### src/rtl/bimm_pkg.sv
// ----------------------------------------------------------------------------
// bimm_pkg
// Shared types and constants for the batched integer matrix multiply block.
// ----------------------------------------------------------------------------
package bimm_pkg;

   // Default sizes of the element stores.
   localparam int MAX_DIM_DEF   = 16;
   localparam int MAX_BATCH_DEF = 4;

   // Fixed field widths.
   localparam int VALUE_W   = 32;
   localparam int CMD_W     = 2;
   localparam int BATCH_W   = 2;
   localparam int INDEX_W   = 4;
   localparam int DIM_REG_W = 5;
   localparam int BCNT_W    = 3;
   localparam int REQ_DATA_W = 48;
   localparam int CSR_ADDR_W = 5;
   localparam int CSR_DATA_W = 32;

   // Command codes carried in the request tuser.
   localparam logic [CMD_W-1:0] CMD_LOAD_LEFT  = 2'd0;
   localparam logic [CMD_W-1:0] CMD_LOAD_RIGHT = 2'd1;
   localparam logic [CMD_W-1:0] CMD_COMPUTE    = 2'd2;

   // Register indexes (byte address / 4).
   localparam logic [2:0] REG_ELEMENT_TYPE = 3'd0;
   localparam logic [2:0] REG_ROWS_A       = 3'd1;
   localparam logic [2:0] REG_INNER_LEN    = 3'd2;
   localparam logic [2:0] REG_COLS_B       = 3'd3;
   localparam logic [2:0] REG_BATCH_COUNT  = 3'd4;

   // Element type codes.
   localparam logic ETYPE_UINT8 = 1'b0;
   localparam logic ETYPE_INT32 = 1'b1;

   // Control from the sequencer to the multiply-accumulate unit.
   typedef struct packed {
      logic clear;   // start a new dot product
      logic step;    // operand pair on the unit's inputs is valid
      logic narrow;  // unsigned 8-bit operands
   } mac_ctrl_type;

endpackage

### src/rtl/bimm_mac.sv
// ----------------------------------------------------------------------------
// bimm_mac
// Shared multiply-accumulate unit: one registered product, one accumulator.
// ----------------------------------------------------------------------------
module bimm_mac (
   input  logic                          clock,
   input  logic                          reset,
   input  bimm_pkg::mac_ctrl_type        ctrl,
   input  logic [bimm_pkg::VALUE_W-1:0]  left_op,
   input  logic [bimm_pkg::VALUE_W-1:0]  right_op,
   output logic [bimm_pkg::VALUE_W-1:0]  acc
);

   logic [bimm_pkg::VALUE_W-1:0]   a_op;
   logic [bimm_pkg::VALUE_W-1:0]   w_op;
   logic [bimm_pkg::VALUE_W-1:0]   prod_low;
   logic [bimm_pkg::VALUE_W-1:0]   prod_ff;
   logic                           prod_valid_ff;
   logic                           prod_valid_in;
   logic [bimm_pkg::VALUE_W-1:0]   acc_ff;

   // In 8-bit mode only the low byte of each operand takes part.
   assign a_op = ctrl.narrow ? {24'd0, left_op[7:0]}  : left_op;
   assign w_op = ctrl.narrow ? {24'd0, right_op[7:0]} : right_op;
   assign prod_low = a_op * w_op;
   assign prod_valid_in = ctrl.step & ~ctrl.clear;

   // Product stage; the sum wraps modulo 2^32 so only the low word is kept.
   always_ff @(posedge clock) begin
      if (reset) begin
         prod_valid_ff <= 1'b0;
      end else begin
         prod_valid_ff <= prod_valid_in;
      end
   end

   always_ff @(posedge clock) begin
      prod_ff <= prod_low;
   end

   // Accumulator stage.
   always_ff @(posedge clock) begin
      if (ctrl.clear) begin
         acc_ff <= '0;
      end else if (prod_valid_ff) begin
         acc_ff <= acc_ff + prod_ff;
      end
   end

   assign acc = acc_ff;

endmodule

### config.mk
export PLATFORM = sky130hd
export DESIGN_NAME = bimm_mac
export DESIGN_NICKNAME = d
export VERILOG_FILES = /design/src/rtl/bimm_pkg.sv /design/src/rtl/bimm_mac.sv
export SDC_FILE = /design/constraint.sdc
export NUM_CORES = 1
export LEC_CHECK = 0
export BUFFER_PORTS_ARGS = -buffer_cell sky130_fd_sc_hd__buf_2
export CORE_UTILIZATION = 50
export CTS_BUF_LIST = sky130_fd_sc_hd__clkbuf_8
export CTS_CLUSTER_DIAMETER = 30
export DETAILED_ROUTE_END_ITERATION = 10
export PLACE_DENSITY = 0.72
export SLEW_MARGIN = 20
export SYNTH_ARGS = -nofsm -noshare
export SYNTH_HDL_FRONTEND = slang
export SYNTH_SLANG_ARGS = --single-unit
export TNS_END_PERCENT = 1
### constraint.sdc
create_clock -name clock -period 10.04 [get_ports clock]
set_input_delay 2.008 -clock clock [delete_from_list [all_inputs] [get_ports clock]]
set_output_delay 2.008 -clock clock [all_outputs]
set_load 0.01 [all_outputs]
==> Word level (Yosys, flattened, before mapping) <==
Cells that the tools add are included.
{ "classes": {"bitwise": 2, "muxes": 2, "n_mul": 1, "addsub": 1} }
{ "ops": {"columns": ["cell", "count"], "rows": [
  ["32-bit 2-to-1 mux", 2],
  ["32-bit adder", 1],
  ["32-bit by 32-bit multiplier with 32-bit output", 1],
  ["1-bit AND", 1],
  ["1-bit NOT", 1]
]} }
{ "totals": {"register_bits": 65, "elab_cells": 9, "input_bits": 69} }

==> Longest topological paths before layout <==
{ "depth": {"word_depth": 2, "ltp_mapped": 29, "ltp_nobuf": 26} }

==> Least setup slack after synthesis <==
Ideal clock, no wire load.
{ "synth_path": {"path_kind": "input to register", "startpoint": "input ctrl[0] in the netlist's numbering", "endpoint": "register prod_ff[30] in the netlist's numbering", "cell_stages": 26, "t_required_ns": 9.968, "setup_ns": 0.072, "setup_slack_ns": 0.914, "arrival_time_ns": 9.054, "cell_sequence": "buf_2 -> clkbuf_1 -> clkbuf_1 -> nor2b_1 -> and2_1 -> fa_1 -> fa_1 -> fa_1 -> inv_1 -> fa_1 -> inv_1 -> fa_1 -> inv_1 -> fa_1 -> inv_1 -> fa_1 -> fa_1 -> ha_1 -> a21o_1 -> o21a_1 -> a311o_1 -> a31oi_1 -> o211a_1 -> o31ai_1 -> o41ai_1 -> xnor2_1"} }
{ "synth_between": {"elab_chain_len": 2, "elab_cells_between_ends": 3} }
{ "synth_rtl": {"columns": ["item", "line_no", "rtl"], "rows": [
  ["start, declared", "bimm_mac.sv:8", "input bimm_pkg::mac_ctrl_type ctrl,"],
  ["32-bit 2-to-1 mux (on tied branches)", "bimm_mac.sv:23, bimm_mac.sv:24", null],
  ["32-bit by 32-bit multiplier with 32-bit output (*)", "bimm_mac.sv:25", "assign prod_low = a_op * w_op;"],
  ["net prod_low (one bit)", "bimm_mac.sv:16", "logic [bimm_pkg::VALUE_W-1:0] prod_low;"],
  ["end signal, assigned", "bimm_mac.sv:38", "prod_ff <= prod_low;"],
  ["end, declared", "bimm_mac.sv:17", "logic [bimm_pkg::VALUE_W-1:0] prod_ff;"]
]} }
Mark *: on every way through the listed nets, which the timed path passes. The rest lies on a longest branch.
A chain may end at the register's enable or synchronous reset.

==> Worst setup path in the final report <==
{ "layout_path": {"startpoint": "input ctrl[0] in the netlist's numbering", "endpoint": "register prod_ff[31] in the netlist's numbering"} }
The elaborated chain is that of the path after synthesis.

==> impl_metrics.env <==
export IMPL_finClkSkew_ps=19.9
export IMPL_start_util_pct=50.8
export IMPL_die_x_um=198
export IMPL_die_h_um=198
export IMPL_holdBufCountCts=0
export IMPL_startpoint="ctrl[0]"
export IMPL_grt_pass1_wl_um=83000
export IMPL_dpl_hpwl_um=43200
export IMPL_place_gp_congestion=0.951
export IMPL_dp_cells=2679
export IMPL_synth_top_flop_cell="dfxtp_1"
export IMPL_synth_area_leaders="fa_1 (43%), ha_1 (10%), and2_1 (8.5%)"
export IMPL_ys_seq_area_share_pct=6.80
export IMPL_worstMarginPinSlew_ps=877
export IMPL_r2r_end="acc[28]"
export IMPL_cp_common_cell="fa_1"
export IMPL_hold_start="acc[31]"
export IMPL_cp_max_fo=31
export IMPL_post_cts_setup_buffer_count=0
export IMPL_outcome="finished clean"
export IMPL_cts_buffers=9
export IMPL_drc=0
export IMPL_via_per_inst=5.37
export IMPL_r2r_cells=12
export IMPL_cts_resized=0
export IMPL_syn_instance_count=2125
export IMPL_p_sw_share_pct=52.9
export IMPL_design_area_um2=20300
export IMPL_synth_edf_count=0
export IMPL_antenna_found_initial=3
export IMPL_final_net_count=2811
export IMPL_cp_depth=26
export IMPL_leakage_nw=10.1
export IMPL_clock_latency_ps=350
export IMPL_worst_setup_path_end_kind="flop"
export IMPL_netlist_area_um2=19100
export IMPL_root_buffer="clkbuf_8"
export IMPL_powerDensity_nw_per_um2=353
export IMPL_slowest_delay_ps=560
export IMPL_antenna_left=0
export IMPL_core_um2=37700
export IMPL_rrSetupSlack_ps=6770
export IMPL_yosys_warnings=0
export IMPL_die_area_um2=39000
export IMPL_cap_violations=0
export IMPL_ir_worst_vdd_uv=520
export IMPL_crit_family="adder cells"
export IMPL_stdcell_count=2697
export IMPL_finalCritPeriodShare_pct=90.5
export IMPL_grt_usage_pct=27.9
export IMPL_worstPathRequired_ps=10310
export IMPL_internal_power_mw=3.38
export IMPL_holdPathStages=2
export IMPL_grt_max_degree=36
export IMPL_critPathLaunchType="primary input"
export IMPL_h_tree_depth=3
export IMPL_cp_endpoint="prod_ff[31]"
export IMPL_arrival_ps=9360
export IMPL_grt_pass1_vias=15400
export IMPL_cpMaxStageDelayCell="fa_1"
export IMPL_wl_per_cell_um=19.3
export IMPL_combPwrFrac_pct=90.4
export IMPL_crit_type="primary input to flop"
export IMPL_yosys_area_top_type_share_pct=42.8
export IMPL_place_area_um2=20100
export IMPL_clk_pin_slew_ps=80
export IMPL_r2r_start="acc[0]"
export IMPL_firstDrtPassIters=5
export IMPL_syn_num_nets=2757
export IMPL_setup_viol=0
export IMPL_syn_to_final_growth_pct=6.32
export IMPL_clockBufferDepth=2
export IMPL_seqPwrFrac_pct=6.6
export IMPL_io_pins=101
export IMPL_port_buffers=100
export IMPL_clockPowerShare_pct=3.0
export IMPL_drtIter0Drc=874
export IMPL_ys_async_sr_fraction_pct=0
export IMPL_fin_crit_ps=9090
export IMPL_yosysTopAreaCell="fa_1"
export IMPL_rsz0062_at_grt="false"
export IMPL_drive_above_1_share_pct=7.23
export IMPL_relSlewSlack_pct=41.4
export IMPL_finalWirelength_um=52100
export IMPL_synth_seq_cells=65
export IMPL_rows=71
export IMPL_cts_sinks=65
export IMPL_slew_violations=0
export IMPL_cp_num_buf_inv=6
export IMPL_synth_area_per_cell_um2=9.00
export IMPL_finalHoldViolCount=0
export IMPL_cts_tree="built"
export IMPL_synth_cell_type_count=60
export IMPL_gr_total_overflow=0
export IMPL_vias=14500
export IMPL_setup_tns_ps=0
export IMPL_maxClockFrequency_ghz=0.110
export IMPL_p_switching_mw=3.80
export IMPL_hp_class="flop to flop"
[worst min-delay path: stages (launching register included)]
cell and delay (ps):
dfxtp_1 330, o31ai_1 70, a21oi_1 60
[routing by layer]
layer  vias up  wire length (um)  track usage (%)
met3       146              3440             3.40
met1      7247             20900             35.7
met5         -                 8                0
met4         2              2740             14.1
li1       6494                 -                -
met2       581             25000             46.6
[sequential cells by signal, summed over array words and instances, names as in the netlist]
signal         flops
acc               32
prod_ff           32
prod_valid_ff      1
[cells in the final DEF (no fill, tap or decap), drive strengths merged, types with 11 or more instances in the layout]
master	n
buf	127
and3	12
nor3	11
inv	414
nor2b	40
ha	154
o21ai	26
mux2i	18
a21oi	55
dfxtp	65
nor2	56
nand2	284
and2	259
fa	409
a21o	25
xnor2	84
nand3	13
xor2	25
[stage by stage]
step           power [mW]  utilization (%)  hold WS, ps  setup WS [ps]
2_1_floorplan        5.12                -          495            914
3_3_place_gp         6.73             53.5          473            759
3_5_place_dp         6.89             53.5          486            609
4_1_cts              7.15             54.0          499           1010
5_1_grt              7.93             54.0          516            723
6_report             7.18             54.0          496            950
[how the worst min path moves through the flow]
stage                     endpoint
after detailed placement   acc[31]
after global routing        acc[4]
final                      acc[31]
after global placement     acc[31]
after CTS                   acc[4]
after floorplan            acc[31]
[power by group through the flow]
stage                     clock network, mW  logic (mW)  registers [mW]
after floorplan                           0        4.66           0.464
after global placement                    0        6.25           0.480
after detailed placement                  0        6.41           0.481
after CTS                             0.223        6.45           0.475
after global routing                  0.235        7.21           0.482
final                                 0.216        6.49           0.475
[cell type report]
type                       count  area, um2
multi-input combinational   1564      16000
sequential                    65       1300
tap                          511        639
antenna                        2       5.00
clock buffer                   9        124
fill                        3522      17300
clock inverter                 7       63.8
inverter                     412       1550
timing repair buffer         127        703
[Yosys cell counts, drive strengths merged, types with 2 or more instances]
cell type and n:
o221ai 2, clkbuf 78, and2 259, o311ai 2, inv 412, o31ai 3
and3 12, o21a 8, xnor2 84, nand3 13, a21o 25, o21bai 8
fa 409, buf 6, a31oi 7, a211o 4, nand2b 5, and3b 2
o31a 2, o211ai 2, o21ai 26, nor3b 4, or3 5, xor2 25
a211oi 6, o22ai 4, nor4b 2, nor3 11, or4 2, nor2 56
nor2b 40, a31o 5, dfxtp 65, nand3b 2, and4 2, a21oi 55
mux2i 18, ha 154, nand2 284, a2111oi 3
[kinds of logic (layout without fill, tap and decap cells)]
logic type / Yosys count / after routing / share of synthesized area, %
xor gates and xnor gates: 109 / 109 / 4.99
muxes: 19 / 19 / 1.00
AOI/OAI and AO/OA: 169 / 169 / 5.93
and+or+nand+nor: 704 / 704 / 18.6
other: 0 / 2 / 0
DFF: 65 / 65 / 6.80
buffers and inverters: 496 / 555 / 9.80
adders and majority gates: 563 / 563 / 52.9
Note: power is estimated with default switching activity, not from simulation.
